**src/hw/rtl/gorc_pkg.sv**
```systemverilog
package gorc_pkg;

    // Fixed field widths.
    localparam int CNT_W  = 13;   // prefix entry and region count
    localparam int CRD_W  = 7;    // field size register and internal coordinates
    localparam int FLD_W  = 6;    // coordinate fields of an input word
    localparam int APB_AW = 3;
    localparam int APB_DW = 32;

    // Default grid limits and register reset value.
    localparam int DEF_MAX_ROWS = 64;
    localparam int DEF_MAX_COLS = 64;
    localparam int CFG_RESET    = 64;

    // Last term index of the prefix gather for a load and for a query.
    localparam logic [1:0] LOAD_LAST_TERM  = 2'd2;
    localparam logic [1:0] QUERY_LAST_TERM = 2'd3;

    typedef enum logic [1:0] {
        OP_CLEAR = 2'd0,
        OP_LOAD  = 2'd1,
        OP_MOVE  = 2'd2,
        OP_QUERY = 2'd3
    } op_t;

    typedef enum logic [0:0] {
        REG_ROWS = 1'b0,
        REG_COLS = 1'b1
    } reg_idx_t;

    typedef enum logic [3:0] {
        ST_IDLE,
        ST_CLEAR,
        ST_GATHER,
        ST_GATHER_END,
        ST_FINISH,
        ST_MV_SRC_RD,
        ST_MV_SRC_CHK,
        ST_MV_DST_RD,
        ST_MV_DST_CHK,
        ST_WALK
    } state_t;

    // Active field size, already clamped to the grid limits.
    typedef struct packed {
        logic [CRD_W-1:0] rows;
        logic [CRD_W-1:0] cols;
    } dims_t;

endpackage

```
**src/hw/rtl/gorc_cfg.sv**
```systemverilog
module gorc_cfg
    import gorc_pkg::*;
#(
    parameter int MAX_ROWS = DEF_MAX_ROWS,
    parameter int MAX_COLS = DEF_MAX_COLS
)
(
    input  logic              clk,
    input  logic              rst_n,
    input  logic              psel,
    input  logic              penable,
    input  logic              pwrite,
    input  logic [APB_AW-1:0] paddr,
    input  logic [APB_DW-1:0] pwdata,
    output logic [APB_DW-1:0] prdata,
    output logic              pready,
    output dims_t             dims
);

    localparam int CRD_MAX = (1 << CRD_W) - 1;
    localparam int CAP_R   = (MAX_ROWS > CRD_MAX) ? CRD_MAX : MAX_ROWS;
    localparam int CAP_C   = (MAX_COLS > CRD_MAX) ? CRD_MAX : MAX_COLS;
    localparam int RST_R   = (CAP_R < CFG_RESET) ? CAP_R : CFG_RESET;
    localparam int RST_C   = (CAP_C < CFG_RESET) ? CAP_C : CFG_RESET;

    logic [CRD_W-1:0] rows_reg, rows_next;
    logic [CRD_W-1:0] cols_reg, cols_next;
    logic             wr_en;
    reg_idx_t         idx;

    // A zero size acts as one, a size above the grid acts as the grid.
    function automatic logic [CRD_W-1:0] clamp_dim(input logic [CRD_W-1:0] v,
                                                   input logic [CRD_W-1:0] cap);
        logic [CRD_W-1:0] res;
        if (v == '0)
        begin
            res = CRD_W'(1);
        end
        else if (v > cap)
        begin
            res = cap;
        end
        else
        begin
            res = v;
        end
        return res;
    endfunction

    assign pready = 1'b1;
    assign wr_en  = psel && penable && pwrite && pready;
    assign idx    = reg_idx_t'(paddr[APB_AW-1]);

    // Register write decode.
    always_comb
    begin
        rows_next = rows_reg;
        cols_next = cols_reg;
        if (wr_en)
        begin
            case (idx)
                REG_ROWS: rows_next = clamp_dim(pwdata[CRD_W-1:0], CRD_W'(CAP_R));
                REG_COLS: cols_next = clamp_dim(pwdata[CRD_W-1:0], CRD_W'(CAP_C));
                default:  ;
            endcase
        end
    end

    always_ff @(posedge clk or negedge rst_n)
    begin
        if (!rst_n)
        begin
            rows_reg <= CRD_W'(RST_R);
            cols_reg <= CRD_W'(RST_C);
        end
        else
        begin
            rows_reg <= rows_next;
            cols_reg <= cols_next;
        end
    end

    // Read-back of the active sizes.
    always_comb
    begin
        case (idx)
            REG_ROWS: prdata = APB_DW'(rows_reg);
            REG_COLS: prdata = APB_DW'(cols_reg);
            default:  prdata = '0;
        endcase
    end

    assign dims.rows = rows_reg;
    assign dims.cols = cols_reg;

endmodule

```
**config.mk**
```make
export PLATFORM = sky130hd
export DESIGN_NAME = gorc_cfg
export DESIGN_NICKNAME = d
export VERILOG_FILES = /design/src/hw/rtl/gorc_pkg.sv /design/src/hw/rtl/gorc_cfg.sv
export SDC_FILE = /design/constraint.sdc
export NUM_CORES = 1
export LEC_CHECK = 0
export ABC_AREA = 1
export BUFFER_PORTS_ARGS = -buffer_cell sky130_fd_sc_hd__buf_2
export CAP_MARGIN = 10
export CORE_MARGIN = 10
export CORE_UTILIZATION = 35
export CTS_CLUSTER_DIAMETER = 50
export DETAILED_ROUTE_END_ITERATION = 10
export PLACE_DENSITY = 0.79
export REMOVE_ABC_BUFFERS = 1
export SLEW_MARGIN = 15
export SYNTH_ARGS = -nofsm -noshare
export SYNTH_HDL_FRONTEND = slang
export SYNTH_SLANG_ARGS = --single-unit
```
**constraint.sdc**
```tcl
create_clock -name clk -period 0.8 [get_ports clk]
set_input_delay 0.08 -clock clk [delete_from_list [all_inputs] [get_ports clk]]
set_output_delay 0.08 -clock clk [all_outputs]
set_load 0.01 [all_outputs]
```
==> results of run 1 <==
cell type report:
| cell class | count | area share, % |
|---|---|---|
| multi-input combinational | 86 | 33.1 |
| tap | 30 | 3.30 |
| clock buffer | 4 | 3.19 |
| inverter | 10 | 3.30 |
| timing repair buffer | 48 | 26.1 |
| sequential | 14 | 31.0 |
worst max-delay path by stage:
stage,start,to,depth (start not counted)
after floorplan,rows_reg[1]$_DFFE_PN0P_,prdata[1],2
after global placement,pwrite,rows_reg[6]$_DFFE_PN1P_,5
after detailed placement,pwrite,rows_reg[3]$_DFFE_PN0P_,5
after CTS,rows_reg[6]$_DFFE_PN1P_,prdata[6],3
after global routing,rows_reg[6]$_DFFE_PN1P_,prdata[6],3
final,cols_reg[6]$_DFFE_PN1P_,prdata[6],3
metal layers:
metal / track usage [%] / vias to the layer above
met5: 0 / -
met4: 3.29 / 0
met3: 6.92 / 5
met2: 13.4 / 42
met1: 8.92 / 352
li1: - / 400
cells by family (layout without fill, tap and decap cells):
logic type,Yosys count,count (layout),synth area share [%]
flip-flops,14,14,40.2
AND/OR/NAND/NOR,45,45,22.4
other,2,26,0.856
AO/OA/AOI/OAI,15,15,9.41
buffers and inverters,37,62,27.1
repair_timing:
item / CTS / global route
pin swaps: 9 / 6
hold endpoints to repair: 14 / 0
hold buffers: 1 / 0
resized for setup: 3 / 4
buffers inserted: 4 / 3
endpoints found under the setup margin: 21 / 21
synth_stat cells (all sizes together):
master | number | area share [%]
inv | 10 | 4.3
buf | 27 | 23
o22ai | 2 | 1.4
dfstp | 2 | 6.0
dfrtp | 12 | 34
o21ai | 11 | 6.3
o21a | 2 | 1.7
nand2 | 34 | 15
nor2 | 5 | 3.9
nand3 | 6 | 4.0
conb | 2 | 0.86
per-stage QoR:
step | total power [mW] | area, µm² | TNS [ns] | hold WS [ns] | worst slack (ns)
after floorplan | 1.25 | 767 | 0 | -0.216 | 0.0127
after global placement | 1.55 | 1020 | -0.359 | -0.0164 | -0.0669
after detailed placement | 1.56 | 1020 | -0.486 | -0.0134 | -0.0716
after CTS | 2.11 | 1100 | -3.49 | 0.0645 | -0.345
after global routing | 2.30 | 1140 | -4.40 | 0.0812 | -0.387
final | 2.17 | 1140 | -3.52 | 0.0729 | -0.340
worst register-to-register path, cell delays in order (launching register included):
cell and delay, ns:
dfrtp_1 0.40, buf_4 0.14, buf_4 0.12, nand2_1 0.05, nand2_1 0.04
power by group through the flow:
stage	Clock, mW	Sequential, mW	Combinational [mW]
3_5_place_dp	0	0.935	0.626
5_1_grt	0.548	0.938	0.818
2_1_floorplan	0	0.986	0.269
4_1_cts	0.515	0.920	0.678
6_report	0.510	0.923	0.739
3_3_place_gp	0	0.932	0.621
==> reports/metrics.yaml, run 1 <==
power_density_mw_per_mm2: 1910
critPathBufInv: 1
drive_gt1_share_pct: 37.0
crit_arrival_ns: 1.06
start_util_pct: 36.1
numCtsBuffers: 3
wl_um: 2310
seqCellArea_um2: 353
die_y_um: 70.1
routedWlPerCell_um: 12.0
dr.pass1.iters: 4
vias: 799
violations: "setup timing"
end_kind: "output pin"
r2r_end: "cols_reg[4]$_DFFE_PN0P_"
r2r_start: "cols_reg[4]$_DFFE_PN0P_"
ys_types: 16
die_w_um: 70.1
grt_max_degree: 15
grt_use_total_pct: 8.82
multi_input_area_um2: 377
status: "finished, violations left"
criticalPathCategory: "reg2out"
cp.required_ns: 0.72
grt.overflow.total: 0
port-buffer-count: 33
synth_seq_cells: 14
p_leak_nw: 0.666
dr_wl_met2_um: 981
skew_ns: 0
area_growth_syn_to_layout_pct: 29.7
seqPwrFrac_pct: 42.5
core-area_mm2: 0.00243
cts.path.max_buffers: 2
hold_start: "pwdata[1]"
drv_cap: 0
synth_warnings: 0
cts.htree.levels: 1
seq_area_frac_synth_pct: 40.2
antenna_found_initial: 0
period_minus_slack_ns: 1.14
clock-sinks: 14
drc: 0
antenna_left: 0
insertion_delay_ns: 0.28
crit_family: "flip-flops"
crit_path_top_delay_cell: "dfstp_2"
layout_commonest_cell: "nand2_1"
dpl.hpwl_um: 1880
drt_iter0_markers: 12
hold_end: "cols_reg[1]$_DFFE_PN0P_"
ir_drop_mv: 0.755
dieArea_mm2: 0.00491
switching_share_pct: 32.8
fill_cells: 266
num_rows: 18
grt_pass1_wl_um: 3600
hold_path_class: "in2reg"
ctsRootBufferMaster: "clkbuf_4"
clock.fmax_ghz: 0.877
p_sw_mw: 0.713
clk_pin_slew_worst_paths_ns: 0.08
cpMostUsedCell: "nand2_1"
power_frac_comb_pct: 34.0
viasPerCell: 4.16
r2r_setup_slack_ns: -0.04
syn_area_um2: 877
worst-path-max-fanout: 3
fin_crit_sh_pct: 143
cpPeakStageDelay_ns: 0.55
worstPathCellList: "nand2_1, nand2_1, buf_2"
final_nets: 203
finalHoldViolations: 0
io-pin-count: 87
dr.max_layer_used: "met4"
grt_pass1_vias: 785
dp_cells: 180
dr_wl_met3_um: 366
hold_depth: 3
rsz0062_at_grt: "yes"
cp-start-kind: "register"
finalNonFillerCells: 192
cts_tree: "done"
setup_violations: 23
r2r_cells: 4
n_antenna_cell: 0
slew_violations: 0
syn_inst: 113
wl_met1_um: 923
place_congestion: 0.770
worst_slack_ns: -0.340
p_int_mw: 1.46
post-route-util_pct: 46.8
avgSynthCellArea_um2: 7.76
power.share.clock_pct: 23.5
mostFrequentLayoutCells: "34 x nand2_1, 31 x buf_2, 26 x conb_1"
No activity file was read; power rests on OpenSTA's default activity.
==> run 2, diff against run 1 <==
- PLACE_DENSITY: 0.79 -> 0.85
==> run 2 against run 1 <==
The run still ends with setup timing left. Fmax shrank 0.31%. Critical path depth is the same. Design area rose by 2.2%. Non-clock buffer count rose by 1. Worst hold slack worse by 0.025 ns. Clock power rose by 2%. Clock-buffer cell count unchanged. Core utilization is 1.0 points higher. Global-route usage increased by 1.0 points. Final cell count up 0.52%. Flip-flop and latch count unchanged. Critical path type unchanged. Critical endpoint unchanged.
==> reports/metrics.yaml, run 2 (synthesis results as in run 1) <==
status: "finished, violations left"
violations: "setup timing"
grt_use_total_pct: 9.84
fin_tns_setup_ns: -3.68
skew_ns: 0
crit_start: "cols_reg[6]$_DFFE_PN1P_"
crit_end: "prdata[6]"
fill_cells: 249
crit_arrival_ns: 1.06
period_minus_slack_ns: 1.14
cts.htree.levels: 1
mostFrequentLayoutCells: "32 x nand2_1, 29 x buf_2, 26 x conb_1"
grt_pass1_vias: 825
worst-path-max-fanout: 2
clk_pin_slew_worst_paths_ns: 0.09
routedWlPerCell_um: 12.7
antenna_found_initial: 0
end_kind: "output pin"
cts.path.max_buffers: 2
layout_commonest_cell: "nand2_1"
setup_violations: 23
io-pin-count: 87
worst_slack_ns: -0.344
port-buffer-count: 33
numCtsBuffers: 3
r2r_end: "cols_reg[3]$_DFFE_PN0P_"
die_y_um: 70.1
place_congestion: 0.857
clock.fmax_ghz: 0.874
ctsRootBufferMaster: "clkbuf_4"
r2r_cells: 4
vias: 796
dpl.hpwl_um: 1980
fin_crit_sh_pct: 143
ir_drop_mv: 1.03
die_w_um: 70.1
met1_usage_pct: 10.0
busiest_layer: "met2"
core-area_mm2: 0.00243
p_leak_nw: 0.674
criticalPathCategory: "reg2out"
dp_cells: 183
dr.pass1.iters: 4
dieArea_mm2: 0.00491
grt_use_met3_pct: 2.68
hold_path_class: "in2reg"
insertion_delay_ns: 0.29
grt.overflow.total: 0
post-route-util_pct: 47.8
n_antenna_cell: 0
cp-start-kind: "register"
finalNonFillerCells: 193
drt_iter0_markers: 46
power_density_mw_per_mm2: 1910
r2r_setup_slack_ns: -0.03
antenna_left: 0
wl_um: 2440
area_growth_syn_to_layout_pct: 32.5
viasPerCell: 4.12
cp.required_ns: 0.72
drive_gt1_share_pct: 39.3
cts_tree: "done"
drc: 0
slew_violations: 0
rsz0062_at_grt: "yes"
grt_max_degree: 15
final_nets: 204
finalHoldViolations: 0
drv_cap: 0
r2r_start: "cols_reg[3]$_DFFE_PN0P_"
use_met2_pct: 16.8
clock-sinks: 14
start_util_pct: 36.1
grt_pass1_wl_um: 3910
num_rows: 18
run 2: worst max-delay path: stages (launching register included):
cell and delay [ns]:
dfstp_2 0.54, nand2_1 0.06, nand2_2 0.08, buf_6 0.10
run 2: layout make-up:
cell class | count | area (µm²) | share of cell area [%]
Multi-Input combinational cell | 86 | 382 | 32.8
Sequential cell | 14 | 353 | 30.4
Timing Repair Buffer | 49 | 317 | 27.2
Inverter | 10 | 37.5 | 3.23
Tap cell | 30 | 37.5 | 3.23
Clock buffer | 4 | 36.3 | 3.12
run 2: through the flow:
step	setup WS, ns	hold slack, ns	cell area (µm²)	power [mW]
detailed placement	-0.0522	-0.00879	1040	1.59
floorplan	0.0127	-0.216	767	1.25
finish	-0.344	0.0482	1160	2.23
CTS	-0.360	0.0500	1130	2.19
global placement	-0.0485	-0.0167	1040	1.58
global route	-0.385	0.0575	1160	2.37
run 2: how the worst min path moves through the flow:
stage	to	slack, ns	startpoint	cells past startpoint
after detailed placement	rows_reg[1]$_DFFE_PN0P_	-0.009	rst_n	1
after global placement	cols_reg[1]$_DFFE_PN0P_	-0.02	rst_n	1
after CTS	cols_reg[3]$_DFFE_PN0P_	0.05	pwdata[3]	3
after floorplan	cols_reg[0]$_DFFE_PN0P_	-0.22	rst_n	0
after global routing	cols_reg[3]$_DFFE_PN0P_	0.06	pwdata[3]	3
final	cols_reg[3]$_DFFE_PN0P_	0.05	pwdata[3]	3
run 2: metal layers:
metal  vias up  share of wire (%)  wire length [µm]
li1        401                  -                 -
met1       360                 38               936
met2        30                 52              1280
met3         5                7.0               170
met4         0                2.3                55
met5         -                  0                 0
run 2: what timing repair did:
| item | in CTS | in global routing |
|---|---|---|
| gates cloned | 0 | 0 |
| setup buffers | 3 | 2 |
| hold buffers | 1 | 0 |
| endpoints found under the hold margin | 14 | 0 |
| endpoints found under the setup margin | 22 | 23 |
| pin swaps | 7 | 2 |
| gates resized for setup | 6 | 5 |
run 2: report_power, final:
group / leakage [nW] / total, mW / internal [mW] / switching [mW]
Combinational: 0.475 / 0.789 / 0.366 / 0.423
Clock: 0.0210 / 0.519 / 0.278 / 0.241
Sequential: 0.178 / 0.918 / 0.839 / 0.0784
Total: 0.674 / 2.23 / 1.48 / 0.742
==> run 3, diff against run 2 <==
==> constraint.sdc (replaced) <==
create_clock -name clk -period 0.8 [get_ports clk]
set_input_delay 0.2 -clock clk [delete_from_list [all_inputs] [get_ports clk]]
set_output_delay 0.2 -clock clk [all_outputs]
set_load 0.01 [all_outputs]
==> run 3 against run 2 <==
The flow still finishes with violations (setup timing). Total power grew 13%. Flip-flop and latch count is the same. Sequential power grew 2%. Clock-buffer cell count is the same. Via count grew 7.3%. First-iteration DRC count shrank 48%. Non-clock buffer count grew 6. Global-route usage grew 0.72 points. Worst setup slack lost 0.13 ns. Largest cell class is now non-clock buffers. Highest routed layer unchanged.
==> reports/metrics.yaml, run 3 (synthesis results as in run 1) <==
status: "finished, violations left"
violations: "setup timing"
p_leak_nw: 0.729
mostFrequentLayoutCells: "30 x nand2_1, 26 x conb_1, 23 x buf_6"
area_growth_syn_to_layout_pct: 49.1
grt_max_degree: 15
port-buffer-count: 33
worst-path-max-fanout: 2
final_nets: 210
grt_pass1_vias: 873
num_rows: 18
viasPerCell: 4.29
drv_cap: 0
cts.htree.levels: 1
antenna_left: 0
drc: 0
fin_crit_sh_pct: 159
vias: 854
start_util_pct: 36.1
layout_commonest_cell: "nand2_1"
finalHoldViolations: 0
finalNonFillerCells: 199
antenna_found_initial: 0
grt.overflow.total: 0
grt_pass1_wl_um: 4320
ir_drop_mv: 1.00
clock-sinks: 14
numCtsBuffers: 3
slew_violations: 0
hold_path_class: "in2reg"
die_y_um: 70.1
criticalPathCategory: "reg2out"
clock.fmax_ghz: 0.787
ctsRootBufferMaster: "clkbuf_4"
cp.required_ns: 0.60
total_power_mw: 2.50
setup_violations: 24
drive_gt1_share_pct: 42.6
dieArea_mm2: 0.00491
dr.pass1.iters: 4
power_density_mw_per_mm2: 1920
cts.path.max_buffers: 2
end_kind: "output pin"
dpl.hpwl_um: 2010
n_antenna_cell: 0
io-pin-count: 87
wl_um: 2720
worst_slack_ns: -0.470
dp_cells: 185
insertion_delay_ns: 0.28
cp-start-kind: "register"
core-area_mm2: 0.00243
rsz0062_at_grt: "yes"
grt_use_total_pct: 10.6
routedWlPerCell_um: 13.7
drt_iter0_markers: 24
skew_ns: 0
place_congestion: 0.876
die_w_um: 70.1
period_minus_slack_ns: 1.27
crit_arrival_ns: 1.07
clk_pin_slew_worst_paths_ns: 0.08
cts_tree: "done"
[run 3: through the flow]
stage	utilization, %	worst slack [ns]	hold WS (ns)	TNS [ns]	area [µm²]
after floorplan	-	-0.107	-0.0956	-0.410	767
after global placement	43.6	-0.230	0.105	-3.85	1060
after detailed placement	43.6	-0.285	0.113	-4.55	1060
after CTS	49.0	-0.475	0.185	-6.55	1190
after global routing	53.8	-0.501	0.210	-8.07	1310
final	53.8	-0.470	0.200	-7.06	1310
[run 3: power breakdown]
group          internal [mW]  leakage [nW]  total (mW)  switching, mW
Combinational          0.585         0.531        1.06          0.474
Sequential             0.840         0.178       0.933         0.0938
Clock                  0.277        0.0210       0.512          0.235
Total                   1.70         0.729        2.50          0.803
[run 3: routing by layer]
| metal | part of all wire [%] | up-vias | track usage, % |
|---|---|---|---|
| met5 | 0 | - | 0 |
| met4 | 2.1 | 0 | 5.92 |
| met3 | 7.4 | 5 | 2.68 |
| met2 | 55 | 34 | 18.8 |
| met1 | 35 | 402 | 10.9 |
| li1 | - | 413 | - |
[run 3: critical path, cell delays in order, from the launching register on]
cell,delay (ns)
dfstp_2,0.55
nand2_1,0.05
nand2_1,0.08
buf_6,0.11
[run 3: worst paths after layout]
check	from	end	slack [ns]	cells after the start
max in group asynchronous	rst_n	cols_reg[6]$_DFFE_PN1P_	0.18	2
min in group asynchronous	rst_n	rows_reg[1]$_DFFE_PN0P_	0.34	2
hold reg to reg	rows_reg[0]$_DFFE_PN0P_	rows_reg[0]$_DFFE_PN0P_	0.53	2
hold / removal	pwdata[3]	cols_reg[3]$_DFFE_PN0P_	0.20	3
setup reg to reg	cols_reg[4]$_DFFE_PN0P_	cols_reg[4]$_DFFE_PN0P_	-0.14	5
setup / recovery	rows_reg[6]$_DFFE_PN1P_	prdata[6]	-0.47	3
[run 3: layout make-up]
type                       instances  area (µm²)
clock buffer                       4        36.3
tap                               30        37.5
timing repair buffer              55         449
fill                             229        1120
sequential                        14         353
multi-input combinational         86         394
inverter                          10        37.5
[run 3: repair_timing]
item	4_1_cts	5_1_grt
setup endpoints to repair	22	33
pin swaps	6	3
hold endpoints to repair	12	0
hold buffers	1	0
setup buffers	4	8
resized for setup	12	23
